$ cat config.mk
export PLATFORM = sky130hd
export DESIGN_NAME = byte_pattern_remover_unit
export DESIGN_NICKNAME = d
export VERILOG_FILES = /design/src/rtl/core/bpr_pkg.sv /design/src/rtl/core/bpr_window.sv /design/src/rtl/core/byte_pattern_remover_unit.sv
export SDC_FILE = /design/constraint.sdc
export NUM_CORES = 1
export LEC_CHECK = 0
export ABC_CLOCK_PERIOD_IN_PS = 9220
export BUFFER_PORTS_ARGS = -buffer_cell sky130_fd_sc_hd__buf_2
export CORE_ASPECT_RATIO = 1.2
export CORE_UTILIZATION = 25
export CTS_BUF_LIST = sky130_fd_sc_hd__clkbuf_8
export DETAILED_ROUTE_END_ITERATION = 12
export PLACE_DENSITY = 0.44
export RECOVER_POWER = 100
export SLEW_MARGIN = 25
export SYNTH_ARGS = -nofsm -noshare
export SYNTH_HDL_FRONTEND = slang
export SYNTH_HIERARCHICAL = 1
export SYNTH_SLANG_ARGS = --single-unit
$ cat constraint.sdc
create_clock -name clk -period 9.22 [get_ports clk]
set_input_delay 0.461 -clock clk [delete_from_list [all_inputs] [get_ports clk]]
set_output_delay 0.461 -clock clk [all_outputs]
set_load 0.05 [all_outputs]
$ cat src/rtl/core/bpr_pkg.sv
package bpr_pkg;

    // Default and upper bound of the pattern length the window supports.
    localparam int PATTERN_MAX_DEF = 8;

    // Field widths fixed by the interface.
    localparam int CFG_DATA_W = 64;
    localparam int CFG_IDX_W  = 2;
    localparam int LEN_W      = 4;
    localparam int BYTE_W     = 8;

    // Counts of bytes in the window or in a burst; covers up to fifteen.
    localparam int CNT_W = 4;

    // Configuration register indexes.
    typedef enum logic [CFG_IDX_W-1:0] {
        REG_PATTERN_BYTES  = 2'd0,
        REG_PATTERN_LENGTH = 2'd1
    } cfg_reg_e_t;

    // Description of the results one item produces.
    typedef struct packed {
        logic [CNT_W-1:0] count;    // number of results, zero for none
        logic             end_only; // single result that carries no byte
        logic             eos;      // last result closes the string
        logic             none;     // no byte of the string survived
    } burst_ctrl_t;

endpackage

$ cat src/rtl/core/bpr_window.sv
module bpr_window #(
    parameter int PATTERN_MAX = bpr_pkg::PATTERN_MAX_DEF
) (
    input  logic                                         clk,
    input  logic                                         rst_n,
    input  logic                                         load,
    input  logic [bpr_pkg::BYTE_W-1:0]                   in_byte,
    input  logic                                         is_last,
    input  logic [PATTERN_MAX*bpr_pkg::BYTE_W-1:0]       pattern,
    input  logic [bpr_pkg::LEN_W-1:0]                    len_raw,
    output logic [PATTERN_MAX-1:0][bpr_pkg::BYTE_W-1:0]  burst_bytes,
    output bpr_pkg::burst_ctrl_t                         burst
);
    import bpr_pkg::*;

    localparam int IDX_W = (PATTERN_MAX > 1) ? $clog2(PATTERN_MAX) : 1;
    localparam logic [CNT_W-1:0] MAX_CNT = CNT_W'(PATTERN_MAX);

    logic [PATTERN_MAX-1:0][BYTE_W-1:0] win_reg, win_next;
    logic [CNT_W-1:0]                   fill_reg, fill_next;
    logic                               any_reg, any_next;

    logic [CNT_W-1:0]                   eff_len;
    logic [CNT_W-1:0]                   fill_cur;
    logic [CNT_W-1:0]                   n_cnt;
    logic [CNT_W-1:0]                   shrink_cnt;
    logic                               full;
    logic                               match_all;
    logic                               match;
    logic [CNT_W-1:0]                   pop_cnt;
    logic [PATTERN_MAX-1:0][BYTE_W-1:0] ext;

    // Effective pattern length: zero acts as one, large values are clamped.
    always_comb
    begin
        priority if (len_raw == '0)
        begin
            eff_len = CNT_W'(1);
        end
        else if (CNT_W'(len_raw) > MAX_CNT)
        begin
            eff_len = MAX_CNT;
        end
        else
        begin
            eff_len = CNT_W'(len_raw);
        end
    end

    // Append the new byte after the pending bytes.
    always_comb
    begin
        fill_cur = (fill_reg >= MAX_CNT) ? MAX_CNT - CNT_W'(1) : fill_reg;
        n_cnt    = fill_cur + CNT_W'(1);
        for (int j = 0; j < PATTERN_MAX; j++)
        begin
            ext[j] = (CNT_W'(j) == fill_cur) ? in_byte : win_reg[j];
        end
    end

    // Oldest bytes beyond the effective length leave before the compare.
    assign shrink_cnt = (n_cnt > eff_len) ? n_cnt - eff_len : '0;
    assign full       = ((n_cnt - shrink_cnt) == eff_len);

    // Compare the remaining window against the pattern, all bytes at once.
    always_comb
    begin
        logic [CNT_W-1:0] cmp_idx;
        match_all = 1'b1;
        for (int i = 0; i < PATTERN_MAX; i++)
        begin
            cmp_idx = shrink_cnt + CNT_W'(i);
            if (CNT_W'(i) < eff_len)
            begin
                if (ext[cmp_idx[IDX_W-1:0]] != pattern[BYTE_W*i +: BYTE_W])
                begin
                    match_all = 1'b0;
                end
            end
        end
        match = full && match_all;
    end

    // Number of bytes passed on by this item; they are always the oldest ones.
    always_comb
    begin
        priority if (is_last)
        begin
            pop_cnt = match ? shrink_cnt : n_cnt;
        end
        else if (full && !match)
        begin
            pop_cnt = shrink_cnt + CNT_W'(1);
        end
        else
        begin
            pop_cnt = shrink_cnt;
        end
    end

    // Next window contents and string state.
    always_comb
    begin
        logic [CNT_W-1:0] src;
        for (int j = 0; j < PATTERN_MAX; j++)
        begin
            src = pop_cnt + CNT_W'(j);
            win_next[j] = (src < MAX_CNT) ? ext[src[IDX_W-1:0]] : '0;
        end
        fill_next = (is_last || match) ? '0 : n_cnt - pop_cnt;
        any_next  = is_last ? 1'b0 : (any_reg || (pop_cnt != '0));
    end

    // Results of this item for the output buffer.
    always_comb
    begin
        burst_bytes    = ext;
        burst.end_only = is_last && (pop_cnt == '0);
        burst.count    = (pop_cnt != '0) ? pop_cnt : (is_last ? CNT_W'(1) : '0);
        burst.eos      = is_last;
        burst.none     = is_last && (pop_cnt == '0) && !any_reg;
    end

    // Window state registers, advanced on each accepted item.
    always_ff @(posedge clk or negedge rst_n)
    begin
        if (!rst_n)
        begin
            win_reg  <= '0;
            fill_reg <= '0;
            any_reg  <= 1'b0;
        end
        else if (load)
        begin
            win_reg  <= win_next;
            fill_reg <= fill_next;
            any_reg  <= any_next;
        end
    end

endmodule

$ cat src/rtl/core/byte_pattern_remover_unit.sv
// Channel  | Signals                                            | Direction
// ---------+----------------------------------------------------+----------
// in       | in_valid, in_ready, in_byte, is_last               | input
// out      | out_valid, out_ready, out_byte, byte_valid,         | output
//          | end_of_string, nothing_left                        |
// cfg      | cfg_valid, cfg_ready, cfg_index, cfg_data          | input
//
// One item is accepted per cycle while each item yields at most one result and the
// output is not stalled. An item that yields more than one result (end-of-string
// flush or a shrunk length) holds the input while the burst buffer drains. The
// first result of an item passes from the burst buffer into the output register.
// rst_n clears the control state at once; payloads have no reset. No clearing pass
// is needed. A stalled output fills the output register and then the burst buffer.
module byte_pattern_remover_unit #(
    parameter int PATTERN_MAX = bpr_pkg::PATTERN_MAX_DEF
) (
    input  logic                              clk,
    input  logic                              rst_n,
    input  logic                              in_valid,
    output logic                              in_ready,
    input  logic [bpr_pkg::BYTE_W-1:0]        in_byte,
    input  logic                              is_last,
    output logic                              out_valid,
    input  logic                              out_ready,
    output logic [bpr_pkg::BYTE_W-1:0]        out_byte,
    output logic                              byte_valid,
    output logic                              end_of_string,
    output logic                              nothing_left,
    input  logic                              cfg_valid,
    output logic                              cfg_ready,
    input  logic [bpr_pkg::CFG_IDX_W-1:0]     cfg_index,
    input  logic [bpr_pkg::CFG_DATA_W-1:0]    cfg_data
);
    import bpr_pkg::*;

    localparam int IDX_W = (PATTERN_MAX > 1) ? $clog2(PATTERN_MAX) : 1;

    logic [PATTERN_MAX*BYTE_W-1:0]      pattern_reg;
    logic [LEN_W-1:0]                   length_reg;

    logic                               in_fire;
    logic                               move;
    logic [PATTERN_MAX-1:0][BYTE_W-1:0] step_bytes;
    burst_ctrl_t                        step_ctrl;

    logic [PATTERN_MAX-1:0][BYTE_W-1:0] buf_bytes_reg;
    logic [CNT_W-1:0]                   rem_reg;
    logic [CNT_W-1:0]                   pos_reg;
    logic                               buf_end_only_reg;
    logic                               buf_eos_reg;
    logic                               buf_none_reg;

    logic                               out_valid_reg;
    logic [BYTE_W-1:0]                  out_byte_reg;
    logic                               byte_valid_reg;
    logic                               eos_reg;
    logic                               none_reg;

    // Configuration writes are always taken.
    assign cfg_ready = 1'b1;

    always_ff @(posedge clk or negedge rst_n)
    begin
        if (!rst_n)
        begin
            pattern_reg <= '0;
            length_reg  <= LEN_W'(1);
        end
        else if (cfg_valid)
        begin
            unique case (cfg_reg_e_t'(cfg_index))
                REG_PATTERN_BYTES:  pattern_reg <= cfg_data[PATTERN_MAX*BYTE_W-1:0];
                REG_PATTERN_LENGTH: length_reg  <= cfg_data[LEN_W-1:0];
                default:            ;
            endcase
        end
    end

    // The burst buffer moves a result into the output register when it is free.
    assign move     = (rem_reg != '0) && (!out_valid_reg || out_ready);
    assign in_ready = (rem_reg == '0) || ((rem_reg == CNT_W'(1)) && move);
    assign in_fire  = in_valid && in_ready;

    // Window compare and shift for one item.
    bpr_window #(
        .PATTERN_MAX (PATTERN_MAX)
    ) u_window (
        .clk         (clk),
        .rst_n       (rst_n),
        .load        (in_fire),
        .in_byte     (in_byte),
        .is_last     (is_last),
        .pattern     (pattern_reg),
        .len_raw     (length_reg),
        .burst_bytes (step_bytes),
        .burst       (step_ctrl)
    );

    // Burst buffer control: load on accept, otherwise count down as results leave.
    always_ff @(posedge clk or negedge rst_n)
    begin
        if (!rst_n)
        begin
            rem_reg          <= '0;
            pos_reg          <= '0;
            buf_end_only_reg <= 1'b0;
            buf_eos_reg      <= 1'b0;
            buf_none_reg     <= 1'b0;
        end
        else if (in_fire)
        begin
            rem_reg          <= step_ctrl.count;
            pos_reg          <= '0;
            buf_end_only_reg <= step_ctrl.end_only;
            buf_eos_reg      <= step_ctrl.eos;
            buf_none_reg     <= step_ctrl.none;
        end
        else if (move)
        begin
            rem_reg <= rem_reg - CNT_W'(1);
            pos_reg <= pos_reg + CNT_W'(1);
        end
    end

    // Burst payload needs no reset.
    always_ff @(posedge clk)
    begin
        if (in_fire)
        begin
            buf_bytes_reg <= step_bytes;
        end
    end

    // Output register.
    always_ff @(posedge clk or negedge rst_n)
    begin
        if (!rst_n)
        begin
            out_valid_reg <= 1'b0;
        end
        else if (move)
        begin
            out_valid_reg <= 1'b1;
        end
        else if (out_ready)
        begin
            out_valid_reg <= 1'b0;
        end
    end

    always_ff @(posedge clk)
    begin
        if (move)
        begin
            out_byte_reg   <= buf_end_only_reg ? '0 : buf_bytes_reg[pos_reg[IDX_W-1:0]];
            byte_valid_reg <= !buf_end_only_reg;
            eos_reg        <= buf_eos_reg && (rem_reg == CNT_W'(1));
            none_reg       <= buf_none_reg && (rem_reg == CNT_W'(1));
        end
    end

    assign out_valid     = out_valid_reg;
    assign out_byte      = out_byte_reg;
    assign byte_valid    = byte_valid_reg;
    assign end_of_string = eos_reg;
    assign nothing_left  = none_reg;

endmodule

Word level (Yosys, flattened, before mapping)
Cells that the tools add are included.
{"block": "word_totals", "output_inout_bits": 14, "wordCells": 215, "reg_bits": 224}
{"block": "classes", "add_sub_neg": 20, "reduce_logical": 28, "n_eq_ne": 18, "order_cmp": 36, "mux": 83}
{"operator": "binary-select mux 8 bit (select 3 bit)", "n": 17}
{"operator": "two-way mux 8 bit", "n": 33}
{"operator": "< comparator 3 x 4 -> 1 bit (second input constant)", "n": 17}
{"operator": "inequality test 8 bit", "n": 8}
{"operator": "two-way mux 4 bit", "n": 13}
{"operator": "< comparator 4 bit (second input constant)", "n": 8}
{"operator": "two-way mux 1 bit", "n": 20}
{"operator": "adder 4 x 1 -> 4 bit (second input constant)", "n": 4}
{"operator": "adder 4 x 3 -> 4 bit (second input constant)", "n": 4}
{"operator": "== test 3 x 4 -> 1 bit (first input constant)", "n": 4}
{"operator": "logical NOT 4 bit", "n": 4}
{"operator": "< comparator 3 x 4 -> 1 bit (first input constant)", "n": 4}
{"operator": "adder 3 bit (second input constant)", "n": 4}
{"operator": "subtractor 4 bit", "n": 3}
{"operator": "logical AND 1 bit", "n": 9}
{"operator": "adder 4 x 2 -> 4 bit (second input constant)", "n": 2}
{"operator": "== test 2 x 4 -> 1 bit (first input constant)", "n": 2}
{"operator": "< comparator 1 x 4 -> 1 bit (first input constant)", "n": 2}
{"operator": "< comparator 2 x 4 -> 1 bit (first input constant)", "n": 2}
{"operator": "nonzero test 4 bit", "n": 2}
{"operator": "adder 3 x 2 -> 3 bit (second input constant)", "n": 2}
{"operator": "== test 1 x 4 -> 1 bit (first input constant)", "n": 1}
{"operator": "== test 4 x 1 -> 1 bit (second input constant)", "n": 1}
{"operator": "== test 4 bit", "n": 1}
{"operator": "other kinds (10)", "n": 18}

Depth between registers and ports, before layout
Gate-level depths: netlist of the first run.
{"block": "depth", "word_depth": 33, "mapped_depth": 37, "ltp_nobuf": 30}

By module
Netlist of the first run, hierarchy kept.
{"mod": "bpr_window", "seq_area_each_um2": 1726.7, "cells_per_inst": 1446, "instances": 1, "area_each_um2": 12099.1}
{"mod": "byte_pattern_remover_unit", "seq_area_each_um2": 4230.3, "cells_per_inst": 309, "instances": 1, "area_each_um2": 5959.5}

Least setup slack after synthesis of the first run
No wires, ideal clock.
{"block": "synth_path", "path_kind": "register to register", "start": "register u_window.fill_reg[3]", "end": "register u_window/win_reg[41] (netlist bit)", "slack_ps": 515, "setup_time_ps": 150, "required_time_ps": 9070, "period_less_slack_ps": 8705, "t_arrival_ps": 8555, "stages_incl_launch_ff": 34, "n_path_buf": 12, "cell_sequence": "dfrtp_1 -> buf_6 -> nor2_1 -> inv_1 -> ha_1 -> fa_1 -> a21oi_1 -> nand2_1 -> o21a_2 -> a21oi_4 -> buf_2 -> buf_2 -> buf_2 -> ha_1 -> clkbuf_1 -> clkbuf_1 -> mux4_2 -> mux2_2 -> xnor2_1 -> nor4_1 -> a21oi_1 -> nor4_4 -> a2111oi_0 -> or4b_1 -> buf_2 -> buf_2 -> buf_1 -> ha_1 -> clkbuf_1 -> clkbuf_1 -> clkbuf_1 -> mux4_2 -> mux2i_1 -> o22ai_1"}
{"block": "synth_via", "elab_chain_cells": 33}
{"element": "start: declaration", "line": "bpr_window.sv:20", "text": "logic [CNT_W-1:0] fill_reg, fill_next;"}
{"element": "start signal: assignment", "line": "bpr_window.sv:136", "text": "fill_reg <= fill_next;"}
{"element": "greater-or-equal comparator 4 bit", "line": "bpr_window.sv:53", "text": "fill_cur = (fill_reg >= MAX_CNT) ? MAX_CNT - CNT_W'(1) : fill_reg;"}
{"element": "two-way mux 4 bit *", "line": "bpr_window.sv:53"}
{"element": "branches (longest 30 deep; another with adder 4 x 1 -> 4 bit)"}
{"element": "two-way mux 8 bit *", "line": "bpr_window.sv:108", "text": "win_next[j] = (src < MAX_CNT) ? ext[src[IDX_W-1:0]] : '0;"}
{"element": "end signal: assignment", "line": "bpr_window.sv:135", "text": "win_reg <= win_next;"}
{"element": "end: declaration", "line": "bpr_window.sv:19", "text": "logic [PATTERN_MAX-1:0][BYTE_W-1:0] win_reg, win_next;"}
Mark *: on every way between the ends. The select of a mux whose other input is x is not followed.
A chain may end at the register's enable or synchronous reset.

Worst setup path after layout of the first run
{"block": "layout_path", "start": "register u_window.fill_reg[0]", "end": "register u_window/win_reg[5] (netlist bit)"}
{"block": "layout_via", "elab_chain_cells": 32}
{"element": "greater-or-equal comparator 4 bit", "line": "bpr_window.sv:53"}
{"element": "two-way mux 4 bit *", "line": "bpr_window.sv:53"}
{"element": "branches (longest 29 deep; another with adder 4 x 1 -> 4 bit)"}
{"element": "two-way mux 8 bit *", "line": "bpr_window.sv:108"}
Marked as above.

==> results_dict.tcl, run 1 <==
set metrics [dict create \
    status "complete, but fails checks" \
    violations "DRC, capacitance limit, slew limit" \
    grt_pass1_vias 15100 \
    synth_nets 1860 \
    synthTopCellsByArea "dfrtp_1, mux2i_1, edfxtp_1" \
    synth_compound_area_share_pct 16.1 \
    worstHoldStart "cfg_data[34]" \
    fmax_mhz 114 \
    finalCriticalPeriod_ns 8.75 \
    ys.flop_type "dfrtp_1" \
    post-cts-setup-buffer-count 0 \
    ys_async_sr_fraction_pct 66.4 \
    syn_area_um2 18100 \
    worst_pin_slew_ns 4.65 \
    viasPerCell 5.51 \
    global_route.usage.total_pct 20.3 \
    crit_path_end_kind "flip-flop" \
    grt_start_max_net_pins 80 \
    synth-edff-count 75 \
    critPathArrivalTime_ns 9.30 \
    synthAdderAreaFrac_pct 1.91 \
    hold_viol_final 0 \
    crit_required_ns 9.78 \
    dieArea_um2 73300 \
    core_area_um2 71200 \
    yosysSeqAreaShare_pct 33.0 \
    drt-wirelength-per-cell_um 26.9 \
    synth-simple-area-share_pct 11.8 \
    start_util_pct 25.4 \
    hold_ws_ns 0.0527 \
    r2r_cells 23 \
    cts_tree "yes" \
    antenna_found_initial 5 \
    layout.area.seq_um2 5960 \
    drc 4 \
    tns_ns 0 \
    num_io_pins 94 \
    fill_cells 7542 \
    synth_top_cell_area_share_pct 20.4 \
    synth_top_family_by_area "multiplexers" \
    path_clk_slew_ns 0.06 \
    maxCapViolations 4 \
    synth-xor-area-share_pct 5.31 \
    yosysTopAreaCell "dfrtp_1" \
    gp_congestion 0.947 \
    io_buffers 92 \
    worstSetupStartpointType "flip-flop" \
    drtIter0Drc 1278 \
    critical_path_class "reg2reg" \
    slew-limit-headroom_pct -210 \
    hold_path_depth 2 \
    path_max_fanout 33 \
    cts-root-buf "clkbuf_8" \
    min_to "pattern_reg[34]" \
    synth_cells 1755 \
    cts_buffer_depth 3 \
    min_period_over_period_pct 94.9 \
    vias 15400 \
    drive_gt1_share_pct 21.1 \
    hp-class "in2reg" \
    cts_buffers 45 \
    yosysWarnings 6 \
    synth_cell_types 117 \
    clk-insertion-delay-late_ns 0.64 \
    grt-ovfl-total 0 \
    finalSetupViolCount 0 \
    h-tree-depth 2 \
    rsz0062_at_grt "no" \
    dpl.hpwl_um 56700 \
    synth_area_per_cell_um2 10.3 \
    ant_nets 0 \
    synthMuxAreaShare_pct 25.7 \
    fp.dieH_um 296 \
    rows 107 \
    area_growth_pct 12.8 \
    routed_wl_um 75000 \
    die_x_um 247 \
    grt_pass1_wl_um 109000 \
    rrSetupSlack_ns 0.47 \
    cts_sinks 223 \
    synth-seq-cells 223 \
    skew_ns 0.0406 \
    worstReg2RegEnd "u_window/win_reg[5]" \
    multi_input_area_um2 11000 \
    fin_nets 1931 \
    drt-pass1-iter-count 10 \
    drv_slew 232 \
    r2r_start "u_window/fill_reg[0]" \
]
[stage by stage]
| step | setup WS [ns] | area (um2) | cells | utilization [%] |
|---|---|---|---|---|
| CTS | 0.314 | 20500 | 2787 | 28.8 |
| detailed placement | 0.326 | 19500 | 2704 | 27.4 |
| global route | 0.0254 | 20400 | 2790 | 28.6 |
| floorplan | 0.515 | 18100 | 1755 | - |
| finish | 0.472 | 20400 | 2790 | 28.6 |
| global placement | 0.412 | 19500 | 2704 | 27.4 |
[per-layer routing]
layer / share of wire (%) / global-route usage [%] / wire length (um)
met2: 47 / 32.4 / 35000
met4: 5.2 / 10.5 / 3870
met3: 5.6 / 3.15 / 4240
met5: 0 / 0 / 0
met1: 43 / 26.5 / 31900
[cells in the mapped netlist, types with 22 or more instances]
cell type,n
buf_2,40
xor2_1,51
dfrtp_1,147
o2bb2ai_1,45
a211oi_1,22
mux4_2,49
mux2i_1,226
nand3_1,53
a21oi_1,80
nand2_1,106
clkbuf_1,52
ha_1,22
nor3_1,38
xnor2_1,51
nor2_1,89
edfxtp_1,75
inv_1,91
mux2_2,79
o21ai_0,33
[logic make-up (layout without fill, tap and decap cells)]
kind of cell / after synthesis / in the layout
simple gates: 406 / 406
compound gates: 381 / 381
mux: 374 / 374
buf+inv: 238 / 344
flops: 223 / 223
xor+xnor: 106 / 106
fa+ha+maj: 26 / 26
other cells: 1 / 4
[cell usage in the layout, fill, tap and decap left out, types with 21 or more instances in the layout]
cell,count
nor2_1,89
edfxtp_1,75
buf_2,77
xor2_1,51
mux2_2,79
inv_1,109
clkbuf_1,28
o2bb2ai_1,45
xnor2_1,51
nor3_1,38
a21oi_1,80
buf_4,45
nand3_1,53
o21ai_0,36
mux4_2,49
nand2_1,105
a211oi_1,21
mux2i_1,229
o211ai_1,21
dfrtp_1,147
clkbuf_8,53
[cell type report]
type                            instances  share of cell area [%]
Antenna cell                            3                  0.0368
Clock buffer                           53                    3.58
Clock inverter                         29                    1.17
Inverter                              105                    1.95
Multi-Input combinational cell       1294                    53.8
Sequential cell                       223                    29.2
Tap cell                              926                    5.69
Timing Repair Buffer                  157                    4.54
[worst max-delay path by stage]
stage	start	endpoint	slack (ns)
after global placement	u_window/fill_reg[0]	u_window/win_reg[49]	0.41
final	u_window/fill_reg[0]	u_window/win_reg[5]	0.47
after CTS	u_window/fill_reg[0]	u_window/win_reg[17]	0.31
after detailed placement	u_window/fill_reg[0]	u_window/win_reg[49]	0.33
after floorplan	u_window/fill_reg[3]	u_window/win_reg[41]	0.51
after global routing	u_window/fill_reg[0]	u_window/win_reg[17]	0.03
[critical path: stages, from the launching register on]
cell and delay (ns):
dfrtp_1 0.52, nor2_1 0.35, inv_1 0.09, ha_1 0.23, o21ai_0 0.08, clkbuf_1 0.91, mux2i_1 0.83, clkbuf_1 0.57
mux2i_1 0.16, a22oi_1 0.33, a21o_1 0.17, nand3_1 0.09, nor4_1 0.28, a2bb2oi_1 0.70, o211ai_1 0.27, nor4_4 0.40
and2_4 0.26, mux2_4 0.31, a311oi_4 0.53, clkbuf_1 0.32, clkbuf_2 0.62, nand2_1 0.18, o2111ai_1 0.27, a22o_1 0.17
[repair_timing]
item / in CTS / in global routing
endpoints found under the hold margin: 77 / 0
setup endpoints to repair: 0 / 31
hold buffers: 1 / 0
resized for setup: 0 / 5
Power of run 1 is left out: the tool's default activity adds up to more than one toggle a clock period on the data nets, which glitch-free logic cannot reach.
==> inputs of run 2 (changes only) <==
- CORE_ASPECT_RATIO: 1.2 -> unset
==> results_dict.tcl, run 2 (same netlist as run 1, synthesis figures left out) <==
set metrics [dict create \
    ant_nets 0 \
    hold_viol_final 0 \
    io_buffers 92 \
    vias 15900 \
    critical_path_class "reg2reg" \
    route.met2.wl_um 34000 \
    viasPerCell 5.56 \
    violations "capacitance limit, slew limit" \
    h-tree-depth 2 \
    grt_pass1_wl_um 114000 \
    cp_cell_sequence "buf_4 > o21ai_0 > mux2i_1 > inv_2 > a211oi_1 > o21ai_1 > o221ai_1 > xor2_1 > nand4_1 > a2111oi_2 > o2111ai_1 > o32ai_4 > a2111oi_0 > or4b_1 > clkbuf_2 > a21oi_1 > mux2i_1 > buf_4 > o22ai_1" \
    slowest_delay_ns 1.51 \
    r2r_cells 19 \
    drc 0 \
    status "complete, but fails checks" \
    fin_nets 1982 \
    tns_ns 0 \
    cts-root-buf "clkbuf_8" \
    area_growth_pct 15.4 \
    hp-class "in2reg" \
    crit_cells 19 \
    drt-pass1-iter-count 8 \
    cts_buffer_depth 3 \
    rrSetupSlack_ns 0.35 \
    drt-wirelength-per-cell_um 27.6 \
    rsz0062_at_grt "no" \
    drv_slew 348 \
    fp.dieH_um 271 \
    skew_ns 0.0671 \
    crit_path_end_kind "flip-flop" \
    slowest_stage "o21ai_0" \
    cts_buffers 43 \
    routed_wl_um 79100 \
    path_max_fanout 25 \
    finalSetupViolCount 0 \
    worst_pin_slew_ns 5.18 \
    layout_common_cells "mux2i_1, dfrtp_1, nand2_1" \
    num_io_pins 94 \
    slew-limit-headroom_pct -245 \
    final_common_cell "mux2i_1" \
    crit_family "compound AO/OA/AOI/OAI gates" \
    rows 98 \
    finalCriticalPeriod_ns 8.87 \
    clk-insertion-delay-late_ns 0.67 \
    wl_met1_um 34400 \
    gp_congestion 0.967 \
    crit_buf_inv 4 \
    grt_pass1_vias 15700 \
    dpl.hpwl_um 57900 \
    maxUsedRoutingLayer "met5" \
    drive_gt1_share_pct 20.9 \
    min_period_over_period_pct 96.2 \
    fmax_mhz 113 \
    antenna_found_initial 3 \
    cts_sinks 223 \
    global_route.usage.total_pct 21.2 \
    worstSetupStartpointType "flip-flop" \
    dieArea_um2 73300 \
    die_x_um 271 \
    hold_path_depth 2 \
    core_area_um2 71500 \
    cts_tree "yes" \
    start_util_pct 25.3 \
    maxCapViolations 8 \
    grt-ovfl-total 0 \
    grt_start_max_net_pins 81 \
    critPathArrivalTime_ns 9.17 \
    crit_required_ns 9.53 \
    path_clk_slew_ns 0.06 \
    drtIter0Drc 1883 \
    wl_met3_um 6840 \
]
## run 2: cell types whose count changed in the layout (fill, tap and decap cells not counted), moves of 2 or more
cell           before  now
buf_4              45   56
mux2_4              5    3
clkbuf_8           53   50
clkinvlp_4          1    5
mux2_1              4    6
dlygate4sd3_1       1   39
inv_1             109  104
clkbuf_1           28   31
## run 2: stage by stage
stage / worst slack (ns) / hold WS [ns] / utilization (%) / std cells / instance area [um2]
2_1_floorplan: 0.515 / 0.165 / - / 1755 / 18100
5_1_grt: 0.0424 / 0.0158 / 29.2 / 2862 / 20800
3_5_place_dp: 0.446 / 0.474 / 27.5 / 2742 / 19700
4_1_cts: 0.430 / 0.00132 / 29.4 / 2861 / 21000
3_3_place_gp: 0.673 / 0.472 / 27.5 / 2742 / 19700
6_report: 0.352 / 0.0565 / 29.2 / 2864 / 20800
## run 2: what timing repair did
item / CTS / global route
setup endpoints to repair: 0 / 35
hold endpoints to repair: 117 / 0
setup buffers: 0 / 1
resized for setup: 0 / 2
hold buffers: 39 / 0
## run 2: routing by layer
layer,up-vias,global-route usage (%)
met5,-,0
met4,4,9.44
met3,195,4.71
met2,804,31.8
met1,8051,28.9
li1,6871,-
## run 2: worst paths after layout
kind | start | end
worst max-delay path | u_window/fill_reg[3] | u_window/win_reg[41]
worst min-delay path | cfg_data[26] | pattern_reg[26]
worst max register to register | u_window/fill_reg[3] | u_window/win_reg[41]
worst min register to register | u_window/win_reg[60] | u_window/win_reg[60]
max in group asynchronous | rst_n | pattern_reg[21]
min in group asynchronous | rst_n | out_valid
## run 2: final cells by class
cell class / instances / area, um2
inverters: 105 / 397
flip-flops and latches: 223 / 5960
well taps: 950 / 1190
repair buffers: 210 / 1400
diodes: 2 / 5.00
fillers: 7514 / 50600
clock buffers: 50 / 688
clock inverters: 30 / 289
multi-input cells: 1294 / 10900
Power of run 2 is left out for the same reason.
==> inputs of run 3 (changes only) <==
- ABC_CLOCK_PERIOD_IN_PS: 9220 -> 11500
- PLACE_DENSITY: 0.44 -> 0.42
- RECOVER_POWER: 100 -> unset
- SKIP_CTS_REPAIR_TIMING: unset -> 1
- clock period: 9.22 -> 11.5 ns (I/O delays scaled with it)
==> results_dict.tcl, run 3 (same netlist as run 1, synthesis figures left out) <==
set metrics [dict create \
    hold_viol_final 0 \
    maxCapViolations 0 \
    hp-class "in2reg" \
    finalCriticalPeriod_ns 9.89 \
    gp_congestion 0.973 \
    antennaDiodeCount 0 \
    drc 0 \
    slowest_stage "ha_1" \
    crit_top_cell "ha_1" \
    viasPerCell 5.60 \
    clk-insertion-delay-late_ns 0.67 \
    dieArea_um2 73300 \
    dp.cells 2728 \
    cts_buffers 45 \
    fp.dieH_um 271 \
    critical_path_class "reg2reg" \
    drive_gt1_share_pct 24.1 \
    grt_pass1_vias 15600 \
    drt-pass1-iter-count 5 \
    fin_nets 1931 \
    routed_wl_um 82000 \
    worstSetupStartpointType "flip-flop" \
    slowest_delay_ns 0.82 \
    final_common_cell "mux2i_1" \
    num_io_pins 94 \
    crit_path_end_kind "flip-flop" \
    rows 98 \
    layout_common_cells "mux2i_1, dfrtp_1, nand2_1" \
    layout.area.seq_um2 5960 \
    grt_start_max_net_pins 65 \
    tns_ns 0 \
    grt_pass1_wl_um 117000 \
    worst_pin_slew_ns 1.10 \
    drt-wirelength-per-cell_um 29.2 \
    drtIter0Drc 1645 \
    area_growth_pct 13.7 \
    cts_sinks 223 \
    antenna_found_initial 2 \
    finalSetupViolCount 0 \
    drv_slew 0 \
    status "finished, final reports clean" \
    io_buffers 92 \
    dpl.hpwl_um 60700 \
    crit_required_ns 11.99 \
    vias 15800 \
    multi_input_area_um2 11000 \
    rsz0062_at_grt "no" \
    h-tree-depth 2 \
    min_period_over_period_pct 86.0 \
    cts_tree "yes" \
    fill_cells 7463 \
    core_area_um2 71500 \
    critPathArrivalTime_ns 10.37 \
    path_clk_slew_ns 0.07 \
    grt-ovfl-total 0 \
    start_util_pct 25.3 \
    global_route.usage.total_pct 21.9 \
    slew-limit-headroom_pct 24.9 \
    ant_nets 0 \
    fmax_mhz 101 \
    path_max_fanout 22 \
    instances_no_fill 2812 \
    cts_buffer_depth 3 \
    cts-root-buf "clkbuf_8" \
    skew_ns 0.0529 \
    die_x_um 271 \
]
[run 3: through the flow]
stage	instance area [um2]	hold WS (ns)	utilization, %	worst slack, ns
2_1_floorplan	18100	0.279	-	2.79
4_1_cts	20500	-0.238	28.7	1.77
6_report	20500	0.138	28.7	1.61
3_5_place_dp	19500	0.468	27.3	1.80
3_3_place_gp	19500	0.466	27.3	2.00
5_1_grt	20500	0.120	28.7	1.13
[run 3: cell type report]
class	count	share of cell area (%)
Timing Repair Buffer	157	4.74
Multi-Input combinational cell	1294	53.8
Sequential cell	223	29.0
Clock inverter	30	1.23
Clock buffer	53	3.55
Tap cell	950	5.79
Inverter	105	1.93
[run 3: worst paths after layout]
check	from	endpoint	slack (ns)	cells past startpoint
setup / recovery	u_window/fill_reg[3]	u_window/win_reg[12]	1.61	26
min in group asynchronous	rst_n	pattern_reg[13]	0.35	2
hold reg to reg	u_window/win_reg[34]	u_window/win_reg[34]	0.50	1
hold / removal	cfg_data[16]	pattern_reg[16]	0.14	2
max in group asynchronous	rst_n	u_window/win_reg[21]	9.91	3
setup reg to reg	u_window/fill_reg[3]	u_window/win_reg[12]	1.61	26
[run 3: per-layer routing]
| metal | wire length, um | global-route usage (%) |
|---|---|---|
| met2 | 36000 | 33.1 |
| met4 | 3550 | 9.52 |
| met3 | 6380 | 4.12 |
| met5 | 13 | 0 |
| met1 | 36100 | 30.3 |
[run 3: critical path: cells and delay by family, from the launching register on]
family                   cells  cell delay [ns]
multiplexers                 4             1.68
adder cells (fa/ha/maj)      4             2.21
XOR/XNOR                     1             0.14
buffers and inverters        5             1.06
flip-flops                   1             0.65
AND/OR/NAND/NOR              6             2.72
AO/OA/AOI/OAI                6             1.22
Power of run 3 is left out for the same reason.
